==> config.mk <==
export PLATFORM = sky130hd
export DESIGN_NAME = rc_pulse_capture_quad_mixer
export DESIGN_NICKNAME = d
export VERILOG_FILES = /design/src/rtl/rcpqm_pkg.sv /design/src/rtl/rc_pulse_capture_quad_mixer.sv
export SDC_FILE = /design/constraint.sdc
export NUM_CORES = 2
export LEC_CHECK = 0
export BUFFER_PORTS_ARGS = -buffer_cell sky130_fd_sc_hd__buf_2
export CAP_MARGIN = 20
export CORE_MARGIN = 2
export CORE_UTILIZATION = 30
export CTS_CLUSTER_DIAMETER = 150
export DETAILED_ROUTE_END_ITERATION = 6
export SLEW_MARGIN = 40
export SYNTH_ARGS = -nofsm -noshare
export SYNTH_HDL_FRONTEND = slang
export SYNTH_SLANG_ARGS = --single-unit
export TNS_END_PERCENT = 5
==> constraint.sdc <==
create_clock -name clk_i -period 10.2 [get_ports clk_i]
set_clock_uncertainty 0.2 [all_clocks]
set_input_delay 1.53 -clock clk_i [delete_from_list [all_inputs] [get_ports clk_i]]
set_output_delay 1.53 -clock clk_i [all_outputs]
set_load 0.02 [all_outputs]
==> src/rtl/rcpqm_pkg.sv <==
// shared constants and types for the rc pulse capture and quad-x mixer
// no dependencies; used by rc_pulse_capture_quad_mixer
package rcpqm_pkg;

  // channel count and fixed channel roles
  localparam int NumChannelsDef = 8;
  localparam int ChRoll         = 0;
  localparam int ChThrottle     = 1;
  localparam int ChPitch        = 2;
  localparam int ChFailsafe     = 6;

  // configuration register reset values
  localparam logic [15:0] ThrCenterRst   = 16'd110;
  localparam logic [11:0] ThrGainRst     = 12'd600;
  localparam logic [15:0] RollCenterRst  = 16'd85;
  localparam logic [15:0] PitchCenterRst = 16'd83;
  localparam logic [11:0] StickGainRst   = 12'd100;
  localparam logic [15:0] DeadBandRst    = 16'd400;
  localparam logic [15:0] FsLimitRst     = 16'd70;
  localparam logic [14:0] MotorMaxRst    = 15'd15000;

  // mixer constants
  localparam logic signed [31:0] M1Trim  = 32'sd2500;
  localparam logic signed [31:0] M3Trim  = 32'sd500;
  localparam logic [15:0]        OutBase = 16'd16000;

  typedef enum logic [2:0] {
    CFG_THR_CENTER   = 3'd0,
    CFG_THR_GAIN     = 3'd1,
    CFG_ROLL_CENTER  = 3'd2,
    CFG_PITCH_CENTER = 3'd3,
    CFG_STICK_GAIN   = 3'd4,
    CFG_DEAD_BAND    = 3'd5,
    CFG_FS_LIMIT     = 3'd6,
    CFG_MOTOR_MAX    = 3'd7
  } cfg_idx_e;

endpackage

==> src/rtl/rc_pulse_capture_quad_mixer.sv <==
// rc pulse capture with quad-x mixer: pulse width capture on the input request,
// then a two-stage multiply / mix pipeline into an output register
// depends on rcpqm_pkg
//
// m_axis_tvalid_o rises after the state update at the accepting edge, the multiply stage
// and the mix/clamp stage, each registered; throughput: one request per
// cycle, the pipeline stalls as a whole only while the output register holds an untaken result
// reset (async, active low) clears the time counter, pulse starts and widths,
// disarms, empties the pipeline and loads the default configuration
module rc_pulse_capture_quad_mixer #(
  parameter int NUM_CHANNELS = rcpqm_pkg::NumChannelsDef
) (
  input  logic        clk_i,
  input  logic        rst_ni,
  // input requests
  input  logic        s_axis_tvalid_i,
  output logic        s_axis_tready_o,
  input  logic [7:0]  s_axis_tdata_i,   // [2:0] channel, [3] level, [7:4] zero
  input  logic [0:0]  s_axis_tuser_i,   // [0] kind
  // results
  output logic        m_axis_tvalid_o,
  input  logic        m_axis_tready_i,
  output logic [63:0] m_axis_tdata_o,   // [15:0] compare_one, [31:16] compare_two,
                                        // [47:32] compare_three, [63:48] compare_four
  output logic [0:0]  m_axis_tuser_o,   // [0] armed
  // configuration writes
  input  logic        cfg_we_i,
  input  logic [2:0]  cfg_idx_i,
  input  logic [15:0] cfg_data_i
);

  localparam int IdxW = $clog2(NUM_CHANNELS);

  // configuration registers
  logic [15:0] thr_center_q, roll_center_q, pitch_center_q, dead_band_q, fs_limit_q;
  logic [11:0] thr_gain_q, stick_gain_q;
  logic [14:0] motor_max_q;

  always_ff @(posedge clk_i or negedge rst_ni) begin
    if (!rst_ni) begin
      thr_center_q   <= rcpqm_pkg::ThrCenterRst;
      thr_gain_q     <= rcpqm_pkg::ThrGainRst;
      roll_center_q  <= rcpqm_pkg::RollCenterRst;
      pitch_center_q <= rcpqm_pkg::PitchCenterRst;
      stick_gain_q   <= rcpqm_pkg::StickGainRst;
      dead_band_q    <= rcpqm_pkg::DeadBandRst;
      fs_limit_q     <= rcpqm_pkg::FsLimitRst;
      motor_max_q    <= rcpqm_pkg::MotorMaxRst;
    end else if (cfg_we_i) begin
      unique case (rcpqm_pkg::cfg_idx_e'(cfg_idx_i))
        rcpqm_pkg::CFG_THR_CENTER:   thr_center_q   <= cfg_data_i;
        rcpqm_pkg::CFG_THR_GAIN:     thr_gain_q     <= cfg_data_i[11:0];
        rcpqm_pkg::CFG_ROLL_CENTER:  roll_center_q  <= cfg_data_i;
        rcpqm_pkg::CFG_PITCH_CENTER: pitch_center_q <= cfg_data_i;
        rcpqm_pkg::CFG_STICK_GAIN:   stick_gain_q   <= cfg_data_i[11:0];
        rcpqm_pkg::CFG_DEAD_BAND:    dead_band_q    <= cfg_data_i;
        rcpqm_pkg::CFG_FS_LIMIT:     fs_limit_q     <= cfg_data_i;
        rcpqm_pkg::CFG_MOTOR_MAX:    motor_max_q    <= cfg_data_i[14:0];
        default: ;
      endcase
    end
  end

  // pipeline control: the whole pipe advances when the output register is empty or its result is taken
  logic adv;
  logic accept;
  logic v1_q, v2_q, out_valid_q;

  assign adv             = !out_valid_q || m_axis_tready_i;
  assign s_axis_tready_o = adv;
  assign accept          = s_axis_tvalid_i && adv;

  always_ff @(posedge clk_i or negedge rst_ni) begin
    if (!rst_ni) begin
      v1_q        <= 1'b0;
      v2_q        <= 1'b0;
      out_valid_q <= 1'b0;
    end else if (adv) begin
      v1_q        <= accept;
      v2_q        <= v1_q;
      out_valid_q <= v2_q;
    end
  end

  // capture state
  logic            in_kind, in_level;
  logic [IdxW-1:0] in_ch;
  logic [15:0]     time_q;
  logic [15:0]     start_q [NUM_CHANNELS];
  logic [15:0]     width_q [NUM_CHANNELS];
  logic            armed_q;
  logic [15:0]     new_width;
  logic [15:0]     fs_width_d;

  assign in_kind  = s_axis_tuser_i[0];
  assign in_level = s_axis_tdata_i[3];
  assign in_ch    = IdxW'(s_axis_tdata_i[2:0]);

  assign new_width = time_q - start_q[in_ch];

  // failsafe width as it stands after this edge
  always_comb begin
    fs_width_d = width_q[IdxW'(rcpqm_pkg::ChFailsafe)];
    if (!in_level && (in_ch == IdxW'(rcpqm_pkg::ChFailsafe))) begin
      fs_width_d = new_width;
    end
  end

  always_ff @(posedge clk_i or negedge rst_ni) begin
    if (!rst_ni) begin
      time_q  <= '0;
      armed_q <= 1'b0;
      for (int i = 0; i < NUM_CHANNELS; i++) begin
        start_q[i] <= '0;
        width_q[i] <= '0;
      end
    end else if (accept) begin
      if (!in_kind) begin
        time_q <= time_q + 16'd1;
      end else begin
        if (in_level) begin
          start_q[in_ch] <= time_q;
        end else begin
          width_q[in_ch] <= new_width;
        end
        armed_q <= !(fs_width_d > fs_limit_q);
      end
    end
  end

  // multiply stage
  logic signed [16:0] thr_diff, roll_diff, pitch_diff;
  logic signed [29:0] thr_prod, roll_prod, pitch_prod;
  logic [27:0]        thr_q;
  logic signed [29:0] roll_q, pitch_q;
  logic               armed_p_q;

  assign thr_diff   = $signed({1'b0, thr_center_q})
                    - $signed({1'b0, width_q[IdxW'(rcpqm_pkg::ChThrottle)]});
  assign roll_diff  = $signed({1'b0, width_q[IdxW'(rcpqm_pkg::ChRoll)]})
                    - $signed({1'b0, roll_center_q});
  assign pitch_diff = $signed({1'b0, width_q[IdxW'(rcpqm_pkg::ChPitch)]})
                    - $signed({1'b0, pitch_center_q});
  assign thr_prod   = thr_diff * $signed({1'b0, thr_gain_q});
  assign roll_prod  = roll_diff * $signed({1'b0, stick_gain_q});
  assign pitch_prod = pitch_diff * $signed({1'b0, stick_gain_q});

  always_ff @(posedge clk_i) begin
    if (adv) begin
      thr_q     <= thr_prod[29] ? '0 : thr_prod[27:0];
      roll_q    <= roll_prod;
      pitch_q   <= pitch_prod;
      armed_p_q <= armed_q;
    end
  end

  // mix stage
  logic [29:0]        roll_mag, pitch_mag;
  logic               thr_zero;
  logic signed [29:0] roll_eff, pitch_eff;
  logic signed [31:0] thr_s, roll_s, pitch_s;
  logic signed [31:0] m1, m2, m3, m4;

  function automatic logic [15:0] clamp_out(logic signed [31:0] v, logic [14:0] vmax);
    logic [14:0] c;
    if (v[31]) begin
      c = '0;
    end else if (v > $signed({17'd0, vmax})) begin
      c = vmax;
    end else begin
      c = v[14:0];
    end
    return {1'b0, c} + rcpqm_pkg::OutBase;
  endfunction

  assign roll_mag  = roll_q[29] ? 30'(-roll_q) : 30'(roll_q);
  assign pitch_mag = pitch_q[29] ? 30'(-pitch_q) : 30'(pitch_q);
  assign thr_zero  = (thr_q == '0);

  // stick inside the deadband or no throttle gives no attitude command
  assign roll_eff  = (thr_zero || (roll_mag <= {14'd0, dead_band_q})) ? '0 : roll_q;
  assign pitch_eff = (thr_zero || (pitch_mag <= {14'd0, dead_band_q})) ? '0 : pitch_q;

  assign thr_s   = $signed({4'd0, thr_q});
  assign roll_s  = {{2{roll_eff[29]}}, roll_eff};
  assign pitch_s = {{2{pitch_eff[29]}}, pitch_eff};

  always_comb begin
    if (armed_p_q) begin
      m1 = thr_s - pitch_s - roll_s - rcpqm_pkg::M1Trim;
      m2 = thr_s + pitch_s - roll_s;
      m3 = thr_s + pitch_s + roll_s - rcpqm_pkg::M3Trim;
      m4 = thr_s - pitch_s + roll_s;
    end else begin
      m1 = '0;
      m2 = '0;
      m3 = '0;
      m4 = '0;
    end
  end

  logic [63:0] out_data_q;
  logic        out_armed_q;

  always_ff @(posedge clk_i) begin
    if (adv) begin
      out_data_q  <= {clamp_out(m4, motor_max_q), clamp_out(m1, motor_max_q),
                      clamp_out(m2, motor_max_q), clamp_out(m3, motor_max_q)};
      out_armed_q <= armed_p_q;
    end
  end

  assign m_axis_tvalid_o   = out_valid_q;
  assign m_axis_tdata_o    = out_data_q;
  assign m_axis_tuser_o[0] = out_armed_q;

endmodule

After elaboration in Yosys (flattened, before gate mapping)
Cells that the tools add are included.
{"block": "totals", "register_bits": 549, "in_bits": 33, "output_inout_bits": 67, "elab_cells": 128}
{"block": "classes", "add_sub_neg": 19, "n_mul": 3, "n_lt_le_gt_ge": 9, "n_eq_ne": 8, "muxes": 28, "n_bitwise": 3, "reduce_logical": 23}
{"operator": "$bwmux W128", "n": 2}
{"operator": "$mux W15", "n": 12}
{"operator": "$gt A32 B16 Y1", "n": 4}
{"operator": "$mux W32", "n": 4}
{"operator": "$mux W30", "n": 4}
{"operator": "$mul A17 B13 Y30", "n": 3}
{"operator": "$add A15 B14 Y16 const B", "n": 4}
{"operator": "$add A31 B30 Y32", "n": 2}
{"operator": "$mux W16", "n": 4}
{"operator": "$sub A31 B30 Y32", "n": 2}
{"operator": "$le A30 B16 Y1", "n": 2}
{"operator": "$neg A30 Y30", "n": 2}
{"operator": "$sub A16 B16 Y17", "n": 3}
{"operator": "$bmux W16 S3", "n": 1}
{"operator": "$demux W16 S3", "n": 1}
{"operator": "$sub A32 B10 Y32 const B", "n": 1}
{"operator": "$sub A32 B13 Y32 const B", "n": 1}
{"operator": "$add A29 B30 Y31", "n": 1}
{"operator": "$sub A29 B30 Y31", "n": 1}
{"operator": "$logic_not A28 Y1", "n": 1}
{"operator": "$reduce_and A2 Y1", "n": 10}
{"operator": "$add A16 B1 Y16 const B", "n": 1}
{"operator": "$gt A16 B16 Y1", "n": 1}
{"operator": "$sub A16 B16 Y16", "n": 1}
{"operator": "other kinds (12)", "n": 25}

Longest topological paths before layout
{"block": "depth", "ltp_word": 14, "mapped_depth": 58, "ltp_nobuf": 53}

Worst setup path after synthesis
No wires, ideal clock.
{"block": "synth_path", "kind": "register to register", "from": "reg pitch_q[5]", "to": "reg out_data_q[27] (netlist: m_axis_tdata_o[27]), data pin", "setup_time_ns": 0.269, "arrival_ns": 10.558, "required_time_ns": 9.731, "path_slack_ns": -0.828, "stages_incl_launch_ff": 48, "path_buffers": 2, "synth_period_minus_slack_ns": 11.028, "cell_sequence": "edfxtp_1 > or4_4 > or3_4 > or4_4 > or3_4 > or4b_1 > nand2_1 > a31oi_1 > nor4_1 > and4_1 > a31oi_2 > buf_2 > buf_2 > nand2_1 > inv_1 > ha_1 > or3_1 > or3_1 > [12 not listed] > a21oi_1 > a221oi_1 > o21ai_0 > or4_1 > or4_1 > nor4_1 > nand4_1 > o21ai_1 > nor2_1 > a21oi_1 > or2_2 > inv_1 > ha_1 > inv_1 > o31ai_1 > a211oi_1 > mux2i_1 > o21ai_0"}
{"block": "synth_via", "elab_chain_len": 13}
{"item": "start: declaration", "line_no": "rc_pulse_capture_quad_mixer.sv:135", "source": "logic signed [29:0] roll_q, pitch_q;"}
{"item": "start signal: assignment", "line_no": "rc_pulse_capture_quad_mixer.sv:152", "source": "pitch_q <= pitch_prod;"}
{"item": "$neg A30 Y30", "line_no": "rc_pulse_capture_quad_mixer.sv:177", "source": "assign pitch_mag = pitch_q[29] ? 30'(-pitch_q) : 30'(pitch_q);"}
{"item": "$mux W30", "line_no": "rc_pulse_capture_quad_mixer.sv:177"}
{"item": "$le A30 B16 Y1", "line_no": "rc_pulse_capture_quad_mixer.sv:182", "source": "assign pitch_eff = (thr_zero || (pitch_mag <= {14'd0, dead_band_q})) ? '0 : pitch_q;"}
{"item": "$logic_or A1 B1 Y1", "line_no": "rc_pulse_capture_quad_mixer.sv:182"}
{"item": "$mux W30 (*)", "line_no": "rc_pulse_capture_quad_mixer.sv:182"}
{"item": "$add A29 B30 Y31 (*)", "line_no": "rc_pulse_capture_quad_mixer.sv:191", "source": "m2 = thr_s + pitch_s - roll_s;"}
{"item": "$sub A31 B30 Y32 (*)", "line_no": "rc_pulse_capture_quad_mixer.sv:191"}
{"item": "$mux W32 (*)", "line_no": "rc_pulse_capture_quad_mixer.sv:189", "source": "if (armed_p_q) begin"}
{"item": "$gt A32 B16 Y1", "line_no": "rc_pulse_capture_quad_mixer.sv:168", "source": "end else if (v > $signed({17'd0, vmax})) begin"}
{"item": "$mux W15", "line_no": "rc_pulse_capture_quad_mixer.sv:168"}
{"item": "$mux W15 (*)", "line_no": "rc_pulse_capture_quad_mixer.sv:166", "source": "if (v[31]) begin"}
{"item": "$mux W15 (*)", "line_no": "rc_pulse_capture_quad_mixer.sv:206", "source": "if (adv) begin"}
{"item": "$add A15 B14 Y16 (*)", "line_no": "rc_pulse_capture_quad_mixer.sv:173", "source": "return {1'b0, c} + rcpqm_pkg::OutBase;"}
{"item": "end signal: assignment", "line_no": "rc_pulse_capture_quad_mixer.sv:207", "source": "out_data_q <= {clamp_out(m4, motor_max_q), clamp_out(m1, motor_max_q),"}
{"item": "end: declaration", "line_no": "rc_pulse_capture_quad_mixer.sv:202", "source": "logic [63:0] out_data_q;"}
Every way passes the cells marked *; elsewhere a longest branch is shown, timed or not. The select of a mux whose other input is x is not followed.
A chain may end at the register's enable or synchronous reset.

Worst setup path after layout
{"block": "layout_path", "from": "reg pitch_q[7]", "to": "reg out_data_q[27] (netlist: m_axis_tdata_o[27]), data pin"}
Same word-level chain as after synthesis.

==> qor.yml <==
status: "complete, but fails checks"
violations: "negative setup slack"
layout_commonest_cell: "inv_1"
cts_tree: "yes"
synth_edf_count: 154
path_max_fanout: 6
synth-seq-area-share_pct: 20.5
cp-start-kind: "flop"
die_area_mm2: 0.207
place.gp.congestion: 0.958
ant_nets: 0
ys_ff_latch: 469
initial_utilization_pct: 30.2
syn_inst: 6853
ctsHoldBuffers: 0
ios: 100
synthToLayoutAreaGrowth_pct: 20.3
tns_ns: -3.62
via_count: 52000
slowest_delay_ns: 0.55
grt_max_degree: 156
syn_area_per_cell_um2: 8.91
hold_depth: 0
drt_iter0_markers: 3916
synth_area_mm2: 0.0611
yosysTopAreaCell: "fa_1"
multiInputGateArea_mm2: 0.0448
ys.flop_type: "dfrtp_1"
cts_buffers: 50
setup-violations-final: 29
h-tree-depth: 2
max_slew.worst_pin.slew_ns: 0.952
antenna_found_initial: 27
syn-num-nets: 8079
rows: 165
arrival_ns: 10.86
ys_types: 92
setup_ws_ns: -0.505
die_w_um: 455
worst_path_most_repeated_cell: "or3_4"
n_fill_cell: 20500
post-route-min-period_ns: 10.71
cts_root_buffer: "clkbuf_16"
first_pass_iters: 6
synthArstFlopShare_pct: 67.2
fmax_mhz: 93.4
core_mm2: 0.202
r2r_cells: 49
grt_pass1_wl_um: 301000
grt_overflow: 0
slew_violations: 0
wl_per_cell_um: 18.6
die_h_um: 455
drive_above_1_share_pct: 20.9
synth_area_leaders: "fa_1 19%, ha_1 13%, dfrtp_1 12%"
drt-total-wl_um: 192000
timing.final.hold_violations: 0
dp_hpwl_um: 154000
crit_slowest_cell: "or4_4"
critPathCaptureType: "flop"
portBuffers: 95
post-route-period-util_pct: 105
clkSlewWorstSetupHoldPaths_ns: 0.06
final_nets: 8820
cts_buffer_depth: 3
rsz0062_at_grt: "true"
yosys_warnings: 0
drc: 0
grt_use_total_pct: 18.4
min_path_type: "reg -> reg"
synth_top_area_share_pct: 18.8
cts.sinks: 469
clk-insertion-delay-late_ns: 0.69
cap_viol_max_count: 0
regArea_mm2: 0.0126
grt_pass1_vias: 52800
slew_headroom_pct: 36.5
vias_per_cell: 5.04
path_class: "reg -> reg"
layout_common_cells: "1014 x inv_1, 854 x buf_4, 597 x ha_1, 591 x nand2_1, 572 x fa_1"
crit_required_ns: 10.35
## per-stage QoR
step	setup WS, ns	utilization, %	std cells	cell area (um^2)	hold slack [ns]
6_report	-0.505	36.3	10300	73500	0.250
5_1_grt	-0.985	36.3	10300	73500	0.280
4_1_cts	-0.743	36.1	10300	72900	0.250
3_5_place_dp	-0.998	34.9	10200	70600	0.236
3_3_place_gp	-0.898	34.8	10200	70400	0.233
2_1_floorplan	-0.0279	-	6853	61200	0.225
## critical path, delay by kind of cell (launching register included)
family	cells	cell delay [ns]
simple gates	20	5.51
compound gates	17	2.64
buf+inv	8	0.87
fa+ha+maj	3	0.65
flops	1	0.39
mux	1	0.13
## state kept, by name (all words and copies together), names as in the netlist, 28 cells and up
signal and count:
m_axis_tdata_o 64, pitch_q 30, roll_q 30, start_q 128, thr_q 28, width_q 48
## cells in the mapped netlist (all sizes together), types with 16 or more instances
library cell  number
inv             1020
ha               619
nand2            596
fa               574
nor2             403
a21oi            322
and2             285
o21ai            284
dfrtp            282
mux2             262
clkbuf           261
xnor2            216
edfxtp           154
nand3            124
a21o             103
nor3              96
xor2              81
nor2b             78
nand2b            73
and3              71
o211ai            62
nand4             59
o21a              54
a211oi            50
a31oi             47
mux2i             46
or3               46
nor4              43
a22oi             38
a21boi            34
o21bai            34
dfstp             33
or2               30
a221oi            23
o311a             23
o31ai             23
a211o             20
buf               20
nor3b             20
o311ai            19
o32ai             17
or4               17
a22o              16
## area by class of cell
class                      instances  area share [%]
clock inverter                    24           0.419
sequential                       469            17.1
clock buffer                      70            1.93
timing repair buffer             970            9.79
multi-input combinational       5077            61.0
tap                             2672            4.55
antenna                            5          0.0170
inverter                        1026            5.24
## what timing repair did
item	4_1_cts	5_1_grt
pin swaps	57	44
setup buffers	21	9
setup endpoints to repair	64	96
gates resized for setup	109	95
## worst paths after layout
kind / from / to / slack [ns]
hold reg to reg: armed_q / armed_p_q / 0.25
max in group asynchronous: rst_ni / motor_max_q[1] / 7.07
setup / recovery: pitch_q[7] / m_axis_tdata_o[27] / -0.51
min in group asynchronous: rst_ni / start_q[63] / 0.58
hold / removal: armed_q / armed_p_q / 0.25
setup reg to reg: pitch_q[7] / m_axis_tdata_o[27] / -0.51
## logic make-up after synthesis
family / count (synthesis) / synth area share (%)
AND/OR/NAND/NOR: 1990 / 16.2
buffers and inverters: 1307 / 8.06
AO/OA/AOI/OAI: 1289 / 13.9
adder cells (fa/ha/maj): 1193 / 31.5
flip-flops: 469 / 20.5
multiplexers: 308 / 5.59
XOR/XNOR: 297 / 4.26
## routing by layer
metal | part of all wire (%) | global-route usage, % | vias to the layer above | wire length, um
li1 | - | - | 24600 | -
met1 | 44 | 24.4 | 25600 | 84900
met2 | 45 | 30.4 | 1429 | 87400
met3 | 5.4 | 2.15 | 336 | 10300
met4 | 4.9 | 7.46 | 12 | 9500
met5 | 0.041 | 0 | - | 79
Power is not shown: default switching activity piles up to over one toggle a cycle in this logic, so the estimate is an artifact.
